## src/rtl/clq_pkg.sv

```systemverilog
`timescale 1ns / 1ps
// clq_pkg: field widths, request codes and the result bundle of the
// circular list queue manager; no dependencies

package clq_pkg;

   localparam int NODE_W  = 5;
   localparam int TYPE_W  = 3;
   localparam int COUNT_W = 6;

   localparam logic [COUNT_W-1:0] COUNT_MAX = {COUNT_W{1'b1}};

   typedef enum logic [TYPE_W-1:0] {
      OP_PUSH_TAIL = 3'd0,
      OP_PUSH_HEAD = 3'd1,
      OP_POP_HEAD  = 3'd2,
      OP_ROTATE    = 3'd3,
      OP_POP_TAIL  = 3'd4,
      OP_FIND      = 3'd5,
      OP_REMOVE    = 3'd6,
      OP_STATUS    = 3'd7
   } op_type;

   typedef struct packed {
      logic               res_valid;
      logic [NODE_W-1:0]  res_node;
      logic [NODE_W-1:0]  head;
      logic [NODE_W-1:0]  tail;
      logic               empty;
      logic [COUNT_W-1:0] count;
   } rsp_type;

endpackage

```

## src/rtl/clq_ram.sv

```systemverilog
`timescale 1ns / 1ps
// clq_ram: next-pointer memory, one write port and one read port,
// read data registered; no dependencies

module clq_ram #(
   parameter int DEPTH  = 32,
   parameter int WIDTH  = 5,
   parameter int ADDR_W = $clog2(DEPTH)
) (
   input  logic              clock,
   input  logic              wr_en,
   input  logic [ADDR_W-1:0] wr_addr,
   input  logic [WIDTH-1:0]  wr_data,
   input  logic [ADDR_W-1:0] rd_addr,
   output logic [WIDTH-1:0]  rd_data
);

   logic [WIDTH-1:0] mem_ff [DEPTH];
   logic [WIDTH-1:0] rd_data_ff;

   always_ff @(posedge clock) begin
      if (wr_en) begin
         mem_ff[wr_addr] <= wr_data;
      end
   end

   always_ff @(posedge clock) begin
      rd_data_ff <= mem_ff[rd_addr];
   end

   assign rd_data = rd_data_ff;

endmodule

```

## src/rtl/clq_engine.sv

```systemverilog
`timescale 1ns / 1ps
// clq_engine: list sequencer holding tail, head, empty and count, and
// driving the next-pointer memory; depends on clq_pkg

module clq_engine #(
   parameter int NODES = 32,
   parameter int PTR_W = $clog2(NODES)
) (
   input  logic                     clock,
   input  logic                     reset,
   input  logic                     req_valid,
   output logic                     req_stall,
   input  logic [clq_pkg::TYPE_W-1:0] req_type,
   input  logic [clq_pkg::NODE_W-1:0] req_node,
   output logic                     done,
   input  logic                     take,
   output clq_pkg::rsp_type         rsp,
   output logic                     ram_we,
   output logic [PTR_W-1:0]         ram_waddr,
   output logic [PTR_W-1:0]         ram_wdata,
   output logic [PTR_W-1:0]         ram_raddr,
   input  logic [PTR_W-1:0]         ram_rdata
);

   import clq_pkg::*;

   localparam int STEP_W = (NODES > 2) ? $clog2(NODES) : 1;
   localparam logic [STEP_W-1:0] STEP_LAST = STEP_W'(NODES - 1);

   typedef enum logic [2:0] {
      S_IDLE,
      S_LINK,
      S_POPH,
      S_ROT,
      S_WALK,
      S_RMV,
      S_DONE
   } state_type;

   state_type          state_ff;
   op_type             op_ff;
   logic [PTR_W-1:0]   nd_ff;
   logic [PTR_W-1:0]   tail_ff;
   logic [PTR_W-1:0]   head_ff;
   logic               empty_ff;
   logic [COUNT_W-1:0] count_ff;
   logic [PTR_W-1:0]   target_ff;
   logic [PTR_W-1:0]   pos_ff;
   logic [PTR_W-1:0]   pred_ff;
   logic [STEP_W-1:0]  step_ff;
   logic               res_valid_ff;
   logic [PTR_W-1:0]   res_node_ff;

   op_type             req_op;
   logic [PTR_W-1:0]   req_nd;
   logic               node_ok;
   logic               hit;
   logic               walk_end;
   logic [COUNT_W-1:0] count_up;
   logic [COUNT_W-1:0] count_dn;

   assign req_op   = op_type'(req_type);
   assign req_nd   = PTR_W'(req_node);
   assign node_ok  = (32'(req_node) < NODES);
   assign hit      = (ram_rdata == target_ff);
   assign walk_end = (pos_ff == tail_ff) || (step_ff == STEP_LAST);
   assign count_up = (count_ff != COUNT_MAX) ? count_ff + 1'b1 : count_ff;
   assign count_dn = (count_ff != '0) ? count_ff - 1'b1 : count_ff;

   // memory port control
   always_comb begin
      ram_we    = 1'b0;
      ram_waddr = nd_ff;
      ram_wdata = head_ff;
      ram_raddr = head_ff;
      case (state_ff)
         S_IDLE: begin
            if (req_valid && node_ok &&
                (req_op == OP_PUSH_TAIL || req_op == OP_PUSH_HEAD)) begin
               ram_we    = 1'b1;
               ram_waddr = req_nd;
               ram_wdata = empty_ff ? req_nd : head_ff;
            end
         end
         S_LINK: begin
            ram_we    = 1'b1;
            ram_waddr = tail_ff;
            ram_wdata = nd_ff;
         end
         S_POPH: begin
            ram_we    = 1'b1;
            ram_waddr = tail_ff;
            ram_wdata = ram_rdata;
         end
         S_WALK: begin
            ram_raddr = ram_rdata;
            if (hit && op_ff == OP_POP_TAIL && pos_ff != tail_ff) begin
               ram_we    = 1'b1;
               ram_waddr = pos_ff;
               ram_wdata = head_ff;
            end
            if (hit && op_ff == OP_REMOVE) begin
               ram_raddr = nd_ff;
            end
         end
         S_RMV: begin
            ram_we    = 1'b1;
            ram_waddr = pred_ff;
            ram_wdata = ram_rdata;
         end
         default: begin
         end
      endcase
   end

   always_ff @(posedge clock) begin
      if (reset) begin
         state_ff     <= S_IDLE;
         tail_ff      <= '0;
         head_ff      <= '0;
         empty_ff     <= 1'b1;
         count_ff     <= '0;
         res_valid_ff <= 1'b0;
      end else begin
         case (state_ff)
            S_IDLE: begin
               if (req_valid) begin
                  op_ff        <= req_op;
                  nd_ff        <= req_nd;
                  res_valid_ff <= 1'b0;
                  res_node_ff  <= '0;
                  step_ff      <= '0;
                  pos_ff       <= head_ff;
                  state_ff     <= S_DONE;
                  case (req_op)
                     OP_PUSH_TAIL, OP_PUSH_HEAD: begin
                        if (node_ok) begin
                           if (empty_ff) begin
                              tail_ff  <= req_nd;
                              head_ff  <= req_nd;
                              empty_ff <= 1'b0;
                              count_ff <= count_up;
                           end else begin
                              state_ff <= S_LINK;
                           end
                        end
                     end
                     OP_POP_HEAD, OP_REMOVE: begin
                        if (!empty_ff && (req_op == OP_POP_HEAD || node_ok)) begin
                           if (req_op == OP_POP_HEAD || head_ff == req_nd) begin
                              res_valid_ff <= 1'b1;
                              res_node_ff  <= head_ff;
                              if (head_ff == tail_ff) begin
                                 empty_ff <= 1'b1;
                                 count_ff <= count_dn;
                              end else begin
                                 state_ff <= S_POPH;
                              end
                           end else begin
                              target_ff <= req_nd;
                              state_ff  <= S_WALK;
                           end
                        end
                     end
                     OP_ROTATE: begin
                        if (!empty_ff) begin
                           state_ff <= S_ROT;
                        end
                     end
                     OP_POP_TAIL: begin
                        if (!empty_ff) begin
                           target_ff <= tail_ff;
                           state_ff  <= S_WALK;
                        end
                     end
                     OP_FIND: begin
                        if (!empty_ff && node_ok) begin
                           target_ff <= req_nd;
                           state_ff  <= S_WALK;
                        end
                     end
                     default: begin
                     end
                  endcase
               end
            end
            S_LINK: begin
               count_ff <= count_up;
               if (op_ff == OP_PUSH_TAIL) begin
                  tail_ff <= nd_ff;
               end
               // a head push makes the node the head; so does the tail pushed
               // onto itself, which leaves it linked to itself
               if (op_ff == OP_PUSH_HEAD || nd_ff == tail_ff) begin
                  head_ff <= nd_ff;
               end
               state_ff <= S_DONE;
            end
            S_POPH: begin
               head_ff  <= ram_rdata;
               count_ff <= count_dn;
               state_ff <= S_DONE;
            end
            S_ROT: begin
               tail_ff  <= head_ff;
               head_ff  <= ram_rdata;
               state_ff <= S_DONE;
            end
            S_WALK: begin
               if (hit) begin
                  pred_ff <= pos_ff;
                  case (op_ff)
                     OP_FIND: begin
                        res_valid_ff <= 1'b1;
                        res_node_ff  <= nd_ff;
                        state_ff     <= S_DONE;
                     end
                     OP_POP_TAIL: begin
                        res_valid_ff <= 1'b1;
                        res_node_ff  <= tail_ff;
                        count_ff     <= count_dn;
                        if (pos_ff == tail_ff) begin
                           empty_ff <= 1'b1;
                        end else begin
                           tail_ff <= pos_ff;
                        end
                        state_ff <= S_DONE;
                     end
                     default: begin
                        state_ff <= S_RMV;
                     end
                  endcase
               end else if (walk_end) begin
                  state_ff <= S_DONE;
               end else begin
                  pos_ff  <= ram_rdata;
                  step_ff <= step_ff + 1'b1;
               end
            end
            S_RMV: begin
               res_valid_ff <= 1'b1;
               res_node_ff  <= nd_ff;
               count_ff     <= count_dn;
               if (nd_ff == tail_ff) begin
                  tail_ff <= pred_ff;
               end
               state_ff <= S_DONE;
            end
            S_DONE: begin
               if (take) begin
                  state_ff <= S_IDLE;
               end
            end
            default: begin
               state_ff <= S_IDLE;
            end
         endcase
      end
   end

   assign req_stall     = (state_ff != S_IDLE);
   assign done          = (state_ff == S_DONE);
   assign rsp.res_valid = res_valid_ff;
   assign rsp.res_node  = res_valid_ff ? NODE_W'(res_node_ff) : '0;
   assign rsp.head      = empty_ff ? '0 : NODE_W'(head_ff);
   assign rsp.tail      = empty_ff ? '0 : NODE_W'(tail_ff);
   assign rsp.empty     = empty_ff;
   assign rsp.count     = count_ff;

endmodule

```

## src/rtl/circular_list_queue_manager.sv

```systemverilog
`timescale 1ns / 1ps
// circular_list_queue_manager: top level, output register around the
// sequencer and next-pointer memory; depends on clq_pkg, clq_engine, clq_ram
//
// One circular singly linked list over NODES node indices. The list lives in
// a next-pointer memory (one write port, one registered read port) plus a
// tail register; the head is kept as a copy of the tail's successor. One
// request is worked at a time. Status, requests that change nothing, a push
// onto an empty list and a pop head or remove of the only node finish from
// the idle state; other pushes pass through a link state, pop head and
// remove of the head node through a pop state, and rotate through a rotate
// state. Pop tail and find walk from the head over 1 to NODES nodes to the
// predecessor, and remove of any other node walks and then unlinks in a
// remove state; the walk does one memory read a cycle.
// A finished result sits in the output register while the next request is
// taken. The memory needs no clearing after reset: a node's entry is written
// when it is pushed, before it is ever read.

module circular_list_queue_manager #(
   parameter int NODES = 32
) (
   input  logic                            clock,
   input  logic                            reset,
   input  logic                            req_valid,
   output logic                            req_stall,
   input  logic [clq_pkg::TYPE_W-1:0]      req_type,
   input  logic [clq_pkg::NODE_W-1:0]      req_node,
   output logic                            rsp_valid,
   input  logic                            rsp_stall,
   output logic [clq_pkg::NODE_W-1:0]      rsp_result_node,
   output logic                            rsp_result_valid,
   output logic [clq_pkg::NODE_W-1:0]      rsp_head_node,
   output logic [clq_pkg::NODE_W-1:0]      rsp_tail_node,
   output logic                            rsp_is_empty,
   output logic [clq_pkg::COUNT_W-1:0]     rsp_node_count
);

   import clq_pkg::*;

   localparam int PTR_W = $clog2(NODES);

   // sequencer to memory
   logic             ram_we;
   logic [PTR_W-1:0] ram_waddr;
   logic [PTR_W-1:0] ram_wdata;
   logic [PTR_W-1:0] ram_raddr;
   logic [PTR_W-1:0] ram_rdata;

   // finished result from the sequencer
   logic             eng_done;
   logic             eng_take;
   rsp_type          eng_rsp;

   // output register
   logic             rsp_valid_ff;
   rsp_type          rsp_ff;

   clq_engine #(
      .NODES (NODES),
      .PTR_W (PTR_W)
   ) u_engine (
      .clock     (clock),
      .reset     (reset),
      .req_valid (req_valid),
      .req_stall (req_stall),
      .req_type  (req_type),
      .req_node  (req_node),
      .done      (eng_done),
      .take      (eng_take),
      .rsp       (eng_rsp),
      .ram_we    (ram_we),
      .ram_waddr (ram_waddr),
      .ram_wdata (ram_wdata),
      .ram_raddr (ram_raddr),
      .ram_rdata (ram_rdata)
   );

   clq_ram #(
      .DEPTH  (NODES),
      .WIDTH  (PTR_W),
      .ADDR_W (PTR_W)
   ) u_ram (
      .clock   (clock),
      .wr_en   (ram_we),
      .wr_addr (ram_waddr),
      .wr_data (ram_wdata),
      .rd_addr (ram_raddr),
      .rd_data (ram_rdata)
   );

   // load when the register is empty or its transfer completes this cycle
   assign eng_take = eng_done && (!rsp_valid_ff || !rsp_stall);

   always_ff @(posedge clock) begin
      if (reset) begin
         rsp_valid_ff <= 1'b0;
      end else if (eng_take) begin
         rsp_valid_ff <= 1'b1;
      end else if (!rsp_stall) begin
         rsp_valid_ff <= 1'b0;
      end
   end

   // payload holds while stalled, since eng_take is low then
   always_ff @(posedge clock) begin
      if (eng_take) begin
         rsp_ff <= eng_rsp;
      end
   end

   assign rsp_valid        = rsp_valid_ff;
   assign rsp_result_node  = rsp_ff.res_node;
   assign rsp_result_valid = rsp_ff.res_valid;
   assign rsp_head_node    = rsp_ff.head;
   assign rsp_tail_node    = rsp_ff.tail;
   assign rsp_is_empty     = rsp_ff.empty;
   assign rsp_node_count   = rsp_ff.count;

endmodule

```

## config.mk

```make
export PLATFORM = sky130hd
export DESIGN_NAME = circular_list_queue_manager
export DESIGN_NICKNAME = d
export VERILOG_FILES = /design/src/rtl/clq_pkg.sv /design/src/rtl/clq_ram.sv /design/src/rtl/clq_engine.sv /design/src/rtl/circular_list_queue_manager.sv
export SDC_FILE = /design/constraint.sdc
export NUM_CORES = 1
export LEC_CHECK = 0
export BUFFER_PORTS_ARGS = -buffer_cell sky130_fd_sc_hd__buf_2
export CORE_MARGIN = 2
export CORE_UTILIZATION = 40
export DETAILED_ROUTE_END_ITERATION = 6
export PLACE_DENSITY = 0.67
export REMOVE_ABC_BUFFERS = 1
export SLEW_MARGIN = 10
export SYNTH_ARGS = -nofsm -noshare
export SYNTH_HDL_FRONTEND = slang
export SYNTH_SLANG_ARGS = --single-unit
```

## constraint.sdc

```tcl
create_clock -name clock -period 5.5 [get_ports clock]
set_clock_uncertainty 0.05 [all_clocks]
set_input_delay 0.55 -clock clock [delete_from_list [all_inputs] [get_ports clock]]
set_output_delay 0.55 -clock clock [all_outputs]
set_load 0.01 [all_outputs]
```

## Yosys cells after proc, flatten, opt, wreduce, memory -nomap -nowiden

Memory sizes are Yosys's and may differ from the RTL's. A register that Yosys moved wholly into a read port is not among the register bits.
Index checks and enable logic that the tools add are counted.

- Eq/ne operators: 50
- Add/sub/neg operators: 3
- Mux-type cells: 88
- Reduce and logical (&&, ||, !) cells: 43
- Bitwise operators: 1

Operator list:

| cell | count |
|---|---|
| 2-to-1 mux 5 bit | 32 |
| case mux 5 bit (3 select lines) | 4 |
| 2-to-1 mux 6 bit | 9 |
| case mux 5 bit (2 select lines) | 3 |
| == test 3 bit (second input constant) | 9 |
| 2-to-1 mux 3 bit | 9 |
| == test 5 bit | 5 |
| case mux 5 bit (5 select lines) | 1 |
| case mux 3 bit (4 select lines) | 2 |
| case mux 6 bit (4 select lines) | 1 |
| inequality test 2 bit (second input constant) | 10 |
| case mux 5 bit (4 select lines) | 1 |
| 2-to-1 mux 1 bit | 19 |
| inequality test 2 x 1 -> 1 bit (second input constant) | 9 |
| AND reduction 9 bit | 2 |
| OR reduction 2 bit | 7 |
| == test 3 x 2 -> 1 bit (second input constant) | 4 |
| inequality test 3 x 2 -> 1 bit (second input constant) | 4 |
| case mux 6 bit (2 select lines) | 1 |
| nonzero test 3 bit | 4 |
| AND reduction 5 bit | 2 |
| == test 3 x 1 -> 1 bit (second input constant) | 3 |
| logical NOT 3 bit | 3 |
| AND reduction 3 bit | 3 |
| other kinds (24) | 38 |

- RAM bits: 160
- Output and inout port bits: 25
- Word-level logic and storage cells: 206
- Memories kept: 1
- Bits in registers: 78
- Bits of input ports: 12

Memories:

| name | depth | width | rd ports | clocked after Yosys merged registers in | write ports | line | RTL |
|---|---|---|---|---|---|---|---|
| u_ram.mem_ff | 32 | 5 | 1 | 1 | 1 | clq_ram.sv:18 | `logic [WIDTH-1:0] mem_ff [DEPTH];` |

## Longest topological paths before layout

Gate-level depths: netlist of the first run.

- Depth in word-level cells: 8
- Mapped depth: 13
- Mapped depth without buffers: 8

## Modules after synthesis

From an unflattened synthesis of the first run, not the netlist that was laid out.

- Cells, all modules: 808
- Area, all modules: 11229.5 um2

Modules (own cells, without submodules):

| module | times used | area an instance (um2) | cells an instance | sequential area each (um2) |
|---|---|---|---|---|
| clq_ram | 1 | 6344.8 | 277 | 4904.7 |
| clq_engine | 1 | 4157.7 | 504 | 1411.4 |
| circular_list_queue_manager | 1 | 726.9 | 27 | 710.7 |

## Worst setup path after synthesis of the first run

Ideal clock, no wire load.

- Path type: register to register
- From: register u_ram.rd_data_ff[0] (netlist: u_ram.rd_data[0]) (read register of u_ram.mem_ff)
- To: memory u_ram.mem_ff[19][0] (enable)
- Path buffers: 2
- Data arrival time: 2.433 ns
- Required time: 5.110 ns
- Library setup time: 0.340 ns
- Cell stages (with the launch flop): 11
- Slack: 2.677 ns
- Period minus slack after synthesis: 2.823 ns
- Path through: dfxtp_1 xnor2_1 and3_1 buf_6 nand2_4 o41a_1 or3_1 buf_6 o32ai_4 nand3_2 nor2_1

- Longest elaborated chain between the ends: 7
- Elaborated cells on any way between the ends: 9
- Classes of those cells: 1 x eq/ne; 6 x mux; 2 x reduce/logical

RTL lines:

| item | line | RTL |
|---|---|---|
| start, declared | clq_ram.sv:19 | `logic [WIDTH-1:0] rd_data_ff;` |
| == test 5 bit * | clq_engine.sv:65 | `assign hit = (ram_rdata == target_ff);` |
| logical AND 1 bit * (2 in a row) | clq_engine.sv:97 | `if (hit && op_ff == OP_POP_TAIL && pos_ff != tail_ff) begin` |
| 2-to-1 mux 1 bit | clq_engine.sv:97 |  |
| case mux 1 bit (3 select lines) | clq_engine.sv:76 | `case (state_ff)` |
| 2-to-1 mux 1 bit | clq_ram.sv:22 | `if (wr_en) begin` |
| 2-to-1 mux 1 bit (not written as such) | clq_ram.sv:23 | `mem_ff[wr_addr] <= wr_data;` |
| end, declared | clq_ram.sv:18 |  |

Every way passes the cells marked *; elsewhere a longest branch is shown, timed or not.

## Worst setup path in the final report of the first run

- From: register u_engine.state_ff[0]
- To: register u_ram.rd_data_ff[0] (netlist: u_ram.rd_data[0]) (read register of u_ram.mem_ff)

- Longest elaborated chain between the ends: 2

RTL lines:

| item | line | RTL |
|---|---|---|
| start, declared | clq_engine.sv:40 | `state_type state_ff;` |
| start signal, assigned | clq_engine.sv:118 | `state_ff <= S_IDLE;` |
| start signal, assigned | clq_engine.sv:134 | `state_ff <= S_DONE;` |
| start signal, assigned | clq_engine.sv:144 | `state_ff <= S_LINK;` |
| == test 3 bit | clq_engine.sv:76 |  |
| 2-to-1 mux 5 bit | clq_engine.sv:76 |  |

Every way passes these cells.
A chain may end at the register's enable or synchronous reset.

==> metrics.md, run 1 <==
| Metric | Value |
|---|---|
| X dimension of the die | 174 µm |
| Non-filler instance count after layout | 1428 |
| Critical path launch point type | flip-flop |
| Cell area after technology mapping | 11500 µm² |
| Final number of hold-violating endpoints | 0 |
| Ratio of cells with drive above 1 in the final layout | 12.1% |
| Clock buffers created by TritonCTS | 26 |
| Most common cell in the netlist | sky130_fd_sc_hd__edfxtp_1 |
| Total leakage power | 4.50 nW |
| Final core occ | 45.4% |
| DRC | 0 |
| Area Overhead vs Synth | 12.5% |
| Critical path class | flip-flop to flip-flop |
| Highest fanout seen on the critical path | 31 |
| Maximum number of pins on one net before global-route repair | 49 |
| Clock tree from TritonCTS | done |
| Ys async rst share | 0% |
| Path class of the lowest-slack min-delay path | primary input to flip-flop |
| Starting utilization of the core area | 40.4% |
| Clock Sinks | 243 |
| Global routing usage summed across all routing layers | 18.7% |
| Worst hold path depth | 1 |
| Actual transition at the worst max-transition pin | 1.19 ns |
| Setup slack of the worst register-to-register path | 1.26 ns |
| Share of the clock period used by the worst path after layout | 77.1% |
| Level count of the clock H-tree | 1 |
| Max_slew headroom | 20.2% |
| Final Critical Period | 4.24 ns |
| Arrival time at the worst endpoint | 4.61 ns |
| Crit end category | flip-flop |
| Post-synth top cells | 216 x sky130_fd_sc_hd__edfxtp_1, 164 x sky130_fd_sc_hd__nand2_1, 81 x sky130_fd_sc_hd__nor2_1, 73 x sky130_fd_sc_hd__a21oi_1 |
| Reg with most FFs | u_ram.mem_ff |
| Count of state elements after synthesis | 243 |
| Syn. warnings | 0 |
| Antenna violations before repair | 0 |
| Via count | 8210 |
| Library cell with the largest summed area after synthesis | sky130_fd_sc_hd__edfxtp_1 |
| # diodes | 0 |
| Count of cell types in the netlist | 75 |
| Hold WS | 0.230 ns |
| Syn Area/Cell | 11.4 µm² |
| Fill cell total of the finished layout | 2616 |
| Maximum buffer depth of the clock tree | 3 |
| Final RePlAce weighted congestion | 0.932 |
| Total power divided by cell area | 554 nW/µm² |
| Status | complete, no violations |
| Reg-to-reg critical path startpoint | u_engine.state_ff[0] |
| Worst min-delay path endpoint | u_engine.op_ff[0] |
| Top_reg_cell synth | sky130_fd_sc_hd__edfxtp_1 |
| EDFF count, synth | 216 |
| Number of instances in the synthesized netlist | 1009 |
| WL final | 28.8 mm |
| Total of max-cap violations | 0 |
| Worst endpoint required time | 5.87 ns |
| Count of cells along the worst register-to-register path | 9 |
| Floorplan die area | 30200 µm² |
| First-pass GRT wire length | 44.7 mm |
| Final Net Count | 1041 |
| Max FFs per register | 160 |
| Final HPWL from detailed placement | 19.0 mm |
| Initial DRT Pass Iterations | 5 |
| Root buffer cell | sky130_fd_sc_hd__clkbuf_16 |
| Post-route antenna net violation count | 0 |
| Fraction of synthesized cell area taken by the top area cell type | 56.3% |
| Sum of negative setup slack | 0 ns |
| Reg clk slew, reported paths | 0.06 ns |
| Setup violation total in the final timing report | 0 |
| Placed insts | 1380 |
| Vias per cell | 5.75 |
| Total chip power | 0.00719 W |
| Port-buffer cells | 36 |
| Max Clk Rate | 0.236 GHz |
| Slew Viols, Final | 0 |
| Count of hold-fix buffers inserted at cts | 0 |
| Endpoint of the worst register-to-register path | u_ram.rd_data[0] |
| Clk_lat worst skew | 0.54 ns |
| Post-CTS repair timing setup buffer count | 0 |
| Proportion of synthesized chip area in sequential cells | 61.0% |
| Average wire per cell in the routed design | 20.2 µm |
| Detailed Route Iter0 Violations | 1017 |
| Height of the die | 174 µm |
| Startpoint of the most critical hold path | req_type[0] |
| Worst vdd rail ir drop | 0.302 mV |
| Placeable core area | 28500 µm² |
| Final global-route overflow total | 0 |
| Gates resized, CTS repair | 0 |
| Top cells by area in the synthesized netlist | sky130_fd_sc_hd__edfxtp_1 56%, sky130_fd_sc_hd__nand2_1 5.3%, sky130_fd_sc_hd__dfxtp_1 4.7% |
| Vias in the first global route | 7910 |
| Site Rows | 62 |
| RSZ-0062 raised after global routing | no |
| I/O pin cnt | 37 |
==> critical path, stage by stage, from the launching register on <==
cell	delay, ns
sky130_fd_sc_hd__dfxtp_1	0.99
sky130_fd_sc_hd__nor2_2	0.19
sky130_fd_sc_hd__nand2_1	0.60
sky130_fd_sc_hd__or4_1	0.27
sky130_fd_sc_hd__and3_1	0.93
sky130_fd_sc_hd__buf_4	0.34
sky130_fd_sc_hd__nand2_1	0.12
sky130_fd_sc_hd__o22ai_1	0.24
sky130_fd_sc_hd__o22ai_1	0.11
sky130_fd_sc_hd__a32oi_1	0.27
==> power by group <==
| part | switching, W | internal [W] |
|---|---|---|
| Sequential | 0.000216 | 0.00242 |
| Combinational | 0.00182 | 0.000872 |
| Clock | 0.000732 | 0.00114 |
==> kinds of logic (layout without fill, tap and decap cells) <==
| group | count (synthesis) | after routing | share of synthesized area, % |
|---|---|---|---|
| simple gates | 374 | 374 | 15.2 |
| fa+ha+maj | 5 | 5 | 0.543 |
| compound gates | 253 | 253 | 15.5 |
| flops | 243 | 243 | 61.0 |
| buf+inv | 77 | 112 | 3.00 |
| xor+xnor | 31 | 31 | 2.36 |
| mux | 26 | 26 | 2.42 |
==> metrics by stage <==
stage               area, µm²  setup slack [ns]
global placement        12000              1.43
global route            13000              1.04
floorplan               11200             0.751
detailed placement      12000              1.37
finish                  13000              1.26
CTS                     13000              1.37
==> cells in the final DEF (no fill, tap or decap), types with 8 or more instances in the layout <==
cell type,netlist,routed
sky130_fd_sc_hd__a32oi_1,23,23
sky130_fd_sc_hd__and3_1,9,9
sky130_fd_sc_hd__a22oi_1,21,21
sky130_fd_sc_hd__nand3_1,15,15
sky130_fd_sc_hd__a21oi_1,73,72
sky130_fd_sc_hd__xnor2_1,17,17
sky130_fd_sc_hd__xor2_1,14,14
sky130_fd_sc_hd__buf_4,0,17
sky130_fd_sc_hd__nand2_1,164,164
sky130_fd_sc_hd__dfxtp_1,27,27
sky130_fd_sc_hd__o21ai_0,38,38
sky130_fd_sc_hd__nor2_1,81,81
sky130_fd_sc_hd__nor2b_1,17,17
sky130_fd_sc_hd__a31oi_1,8,8
sky130_fd_sc_hd__clkbuf_16,0,26
sky130_fd_sc_hd__o22ai_1,11,11
sky130_fd_sc_hd__mux2i_1,20,20
sky130_fd_sc_hd__nand2b_1,23,23
sky130_fd_sc_hd__a211oi_1,8,8
sky130_fd_sc_hd__inv_1,11,11
sky130_fd_sc_hd__edfxtp_1,216,216
sky130_fd_sc_hd__nor3_1,17,17
sky130_fd_sc_hd__buf_2,21,36
sky130_fd_sc_hd__and2_1,10,10
==> worst max-delay path by stage <==
stage,start,to,slack (ns),depth (start not counted)
floorplan,u_engine.state_ff[2],u_ram.rd_data[3],0.75,7
global placement,u_engine.state_ff[0],u_ram.rd_data[0],1.43,9
detailed placement,u_engine.state_ff[0],u_ram.rd_data[0],1.37,9
CTS,u_engine.state_ff[0],u_ram.rd_data[2],1.37,9
global route,u_engine.state_ff[0],u_ram.rd_data[0],1.04,9
finish,u_engine.state_ff[0],u_ram.rd_data[0],1.26,9
==> cell type report <==
| type | instances | area (µm²) | area share [%] |
|---|---|---|---|
| Multi-Input combinational cell | 689 | 4190 | 32.3 |
| Inverter | 11 | 41.3 | 0.318 |
| Tap cell | 384 | 480 | 3.70 |
| Clock buffer | 32 | 693 | 5.34 |
| Sequential cell | 243 | 7030 | 54.2 |
| Timing Repair Buffer | 53 | 308 | 2.37 |
| Clock inverter | 16 | 229 | 1.77 |
==> per-layer routing <==
metal  part of all wire, %  routed length (µm)  track usage, %  vias up
met3                   8.2                2370            3.84       82
met5                     0                   0               0        -
li1                      -                   -               -     3817
met4                   3.5                1010            7.18        0
met1                    43               12300            25.2     3926
met2                    46               13100            29.7      385
No activity file was read; power rests on OpenSTA's default activity.
==> run 2, diff against run 1 <==
--- a/config.mk
+++ b/config.mk
@@ -9,7 +9,7 @@
 export CORE_MARGIN = 2
 export CORE_UTILIZATION = 40
 export DETAILED_ROUTE_END_ITERATION = 6
-export PLACE_DENSITY = 0.67
+export PLACE_DENSITY = 0.69
 export REMOVE_ABC_BUFFERS = 1
 export SLEW_MARGIN = 10
 export SYNTH_ARGS = -nofsm -noshare
==> constraint.sdc (replaced) <==
create_clock -name clock -period 3.8 [get_ports clock]
set_clock_uncertainty 0.05 [all_clocks]
set_input_delay 0.38 -clock clock [delete_from_list [all_inputs] [get_ports clock]]
set_output_delay 0.38 -clock clock [all_outputs]
set_load 0.01 [all_outputs]
==> run 2 against run 1 <==
Net effect: die area stayed put; sequential share of layout area is 0.74 points lower; count of clock-buffer cells in the layout is 4 lower; clock power is 37% higher; critical endpoint is now u_ram.mem_ff[12][1].
==> metrics.md, run 2 (synthesis results as in run 1) <==
| Metric | Value |
|---|---|
| Detailed Route Iter0 Violations | 1012 (-0.49%) |
| Final global-route overflow total | 0 (unchanged) |
| Critical path launch point type | flip-flop |
| Sequential cell area | 7030 µm² (unchanged) |
| Critical path class | flip-flop to flip-flop |
| Area of the multi-input gates | 4190 µm² (about the same) |
| Vias in the first global route | 8072 (+2.0%) |
| Hold WS | 0.0791 ns (-0.150 ns) |
| First-pass GRT wire length | 47.0 mm (+5.1%) |
| Port-buffer cells | 36 (unchanged) |
| RSZ-0062 raised after global routing | no |
| Placeable core area | 28500 µm² (unchanged) |
| Total chip power | 0.0106 W (+47%) |
| Setup violation total in the final timing report | 0 (unchanged) |
| Floorplan die area | 30200 µm² (unchanged) |
| Share of the clock period used by the worst path after layout | 88.1% (+11 points) |
| Final HPWL from detailed placement | 20.2 mm (+6.1%) |
| Height of the die | 174 µm (unchanged) |
| Final Net Count | 1071 (+2.9%) |
| Gates resized, CTS repair | 0 (unchanged) |
| Global routing usage summed across all routing layers | 19.8% (+1.1 points) |
| Max Clk Rate | 0.299 GHz (+27%) |
| Clk_lat worst skew | 0.55 ns (about the same) |
| Worst hold path depth | 3 (+2) |
| X dimension of the die | 174 µm (unchanged) |
| Most common cell after layout, fill and taps aside | sky130_fd_sc_hd__edfxtp_1 |
| Area Overhead vs Synth | 14.1% |
| Actual transition at the worst max-transition pin | 1.10 ns (-0.0891 ns) |
| Most frequent cells in the layout | 216 x sky130_fd_sc_hd__edfxtp_1, 164 x sky130_fd_sc_hd__nand2_1, 81 x sky130_fd_sc_hd__nor2_1 |
| Initial DRT Pass Iterations | 5 (unchanged) |
| WL final | 30.3 mm (+5.3%) |
| Vias per cell | 5.77 (+0.39%) |
| Total power divided by cell area | 806 nW/µm² (+45%) |
| Path class of the lowest-slack min-delay path | primary input to flip-flop |
| Maximum number of pins on one net before global-route repair | 43 (-12%) |
| Worst endpoint required time | 3.94 ns (-1.93 ns) |
| Status | complete, no violations |
| Slew Viols, Final | 0 (unchanged) |
| Average wire per cell in the routed design | 20.8 µm (+3.1%) |
| Max FFs per register | 160 (unchanged) |
| Arrival time at the worst endpoint | 3.49 ns (-1.12 ns) |
| Fill cell total of the finished layout | 2649 (+1.3%) |
| Final Critical Period | 3.35 ns (-0.893 ns) |
| Total leakage power | 4.63 nW (+2.8%) |
| Starting utilization of the core area | 40.4% (unchanged) |
| Ratio of cells with drive above 1 in the final layout | 14.3% (+2.3 points) |
| Antenna violations before repair | 1 (+1) |
| Level count of the clock H-tree | 1 (unchanged) |
| Post-route antenna net violation count | 0 (unchanged) |
| Via count | 8421 (+2.6%) |
| Site Rows | 62 (unchanged) |
| Reg with most FFs | u_ram.mem_ff |
| I/O pin cnt | 37 (unchanged) |
| Final number of hold-violating endpoints | 0 (unchanged) |
| Clock Sinks | 243 (unchanged) |
| Clock tree from TritonCTS | done |
| Count of cells along the worst register-to-register path | 9 (unchanged) |
| Highest fanout seen on the critical path | 6 (-81%) |
| DRC | 0 (unchanged) |
| Final RePlAce weighted congestion | 0.932 (about the same) |
| Reg clk slew, reported paths | 0.07 ns (about the same) |
| Count of hold-fix buffers inserted at cts | 0 (unchanged) |
| Post-CTS repair timing setup buffer count | 0 (unchanged) |
| Maximum buffer depth of the clock tree | 3 (unchanged) |
| Root buffer cell | sky130_fd_sc_hd__clkbuf_16 |
| Clock buffers created by TritonCTS | 26 (unchanged) |
| Worst vdd rail ir drop | 0.403 mV (+33%) |
| Max_slew headroom | 25.8% (+5.6 points) |
| Total of max-cap violations | 0 (unchanged) |
| Crit end category | flip-flop |
-- run 2: cell types whose count changed in the layout (fill, tap and decap cells not counted), sizes merged --
cell      previous run  this run
inv                 12        13
clkinvlp             4         3
buf                 53        83
clkbuf              32        28
bufinv               5         3
diode                0         1
clkinv               6        12
-- run 2: per-layer routing --
layer | share of wire, % | track usage (%) | up-vias
li1 | - | - | 3878
met1 | 41 | 26.7 | 4034
met4 | 3.6 | 7.39 | 0
met2 | 46 | 31.8 | 426
met3 | 8.7 | 3.93 | 83
met5 | 0 | 0 | -
-- run 2: layout make-up --
cell class / count / share of cell area (%)
diodes: 1 / 0.0190
clock buffers: 28 / 5.00
well taps: 384 / 3.65
multi-input cells: 689 / 31.9
flip-flops and latches: 243 / 53.4
repair buffers: 83 / 4.15
inverters: 11 / 0.314
clock inverters: 20 / 1.55
-- run 2: power by group --
| part | total, W | switching (W) | internal (W) | leakage, nW |
|---|---|---|---|---|
| clock | 0.00257 | 0.00110 | 0.00147 | 0.412 |
| combinational | 0.00427 | 0.00283 | 0.00144 | 2.01 |
| sequential | 0.00376 | 0.000264 | 0.00349 | 2.21 |
| total | 0.0106 | 0.00420 | 0.00641 | 4.63 |
-- run 2: worst paths after layout --
kind	from	endpoint	slack, ns
max	u_ram.rd_data[2]	u_ram.mem_ff[12][1]	0.45
min	rsp_stall	rsp_valid	0.08
max reg2reg	u_ram.rd_data[2]	u_ram.mem_ff[12][1]	0.45
min reg2reg	rsp_valid	rsp_valid	0.46
-- run 2: stage by stage --
step           worst slack (ns)  setup TNS (ns)  std cells  utilization [%]  instance area (µm²)
2_1_floorplan            -0.949           -3.42        943                -                11200
3_3_place_gp              0.526               0       1410             43.0                12300
3_5_place_dp              0.477               0       1410             43.0                12300
4_1_cts                   0.460               0       1458             46.1                13100
5_1_grt                   0.220               0       1458             46.1                13100
6_report                  0.452               0       1459             46.1                13200
-- run 2: critical path: stages (launching register included) --
cell	delay (ns)
sky130_fd_sc_hd__dfxtp_1	0.47
sky130_fd_sc_hd__xnor2_1	0.17
sky130_fd_sc_hd__and3_1	0.26
sky130_fd_sc_hd__nand2_4	0.07
sky130_fd_sc_hd__o41a_1	0.45
sky130_fd_sc_hd__or3_1	0.45
sky130_fd_sc_hd__buf_4	0.20
sky130_fd_sc_hd__o32ai_4	0.18
sky130_fd_sc_hd__nand3_2	0.24
sky130_fd_sc_hd__nor2_1	0.44
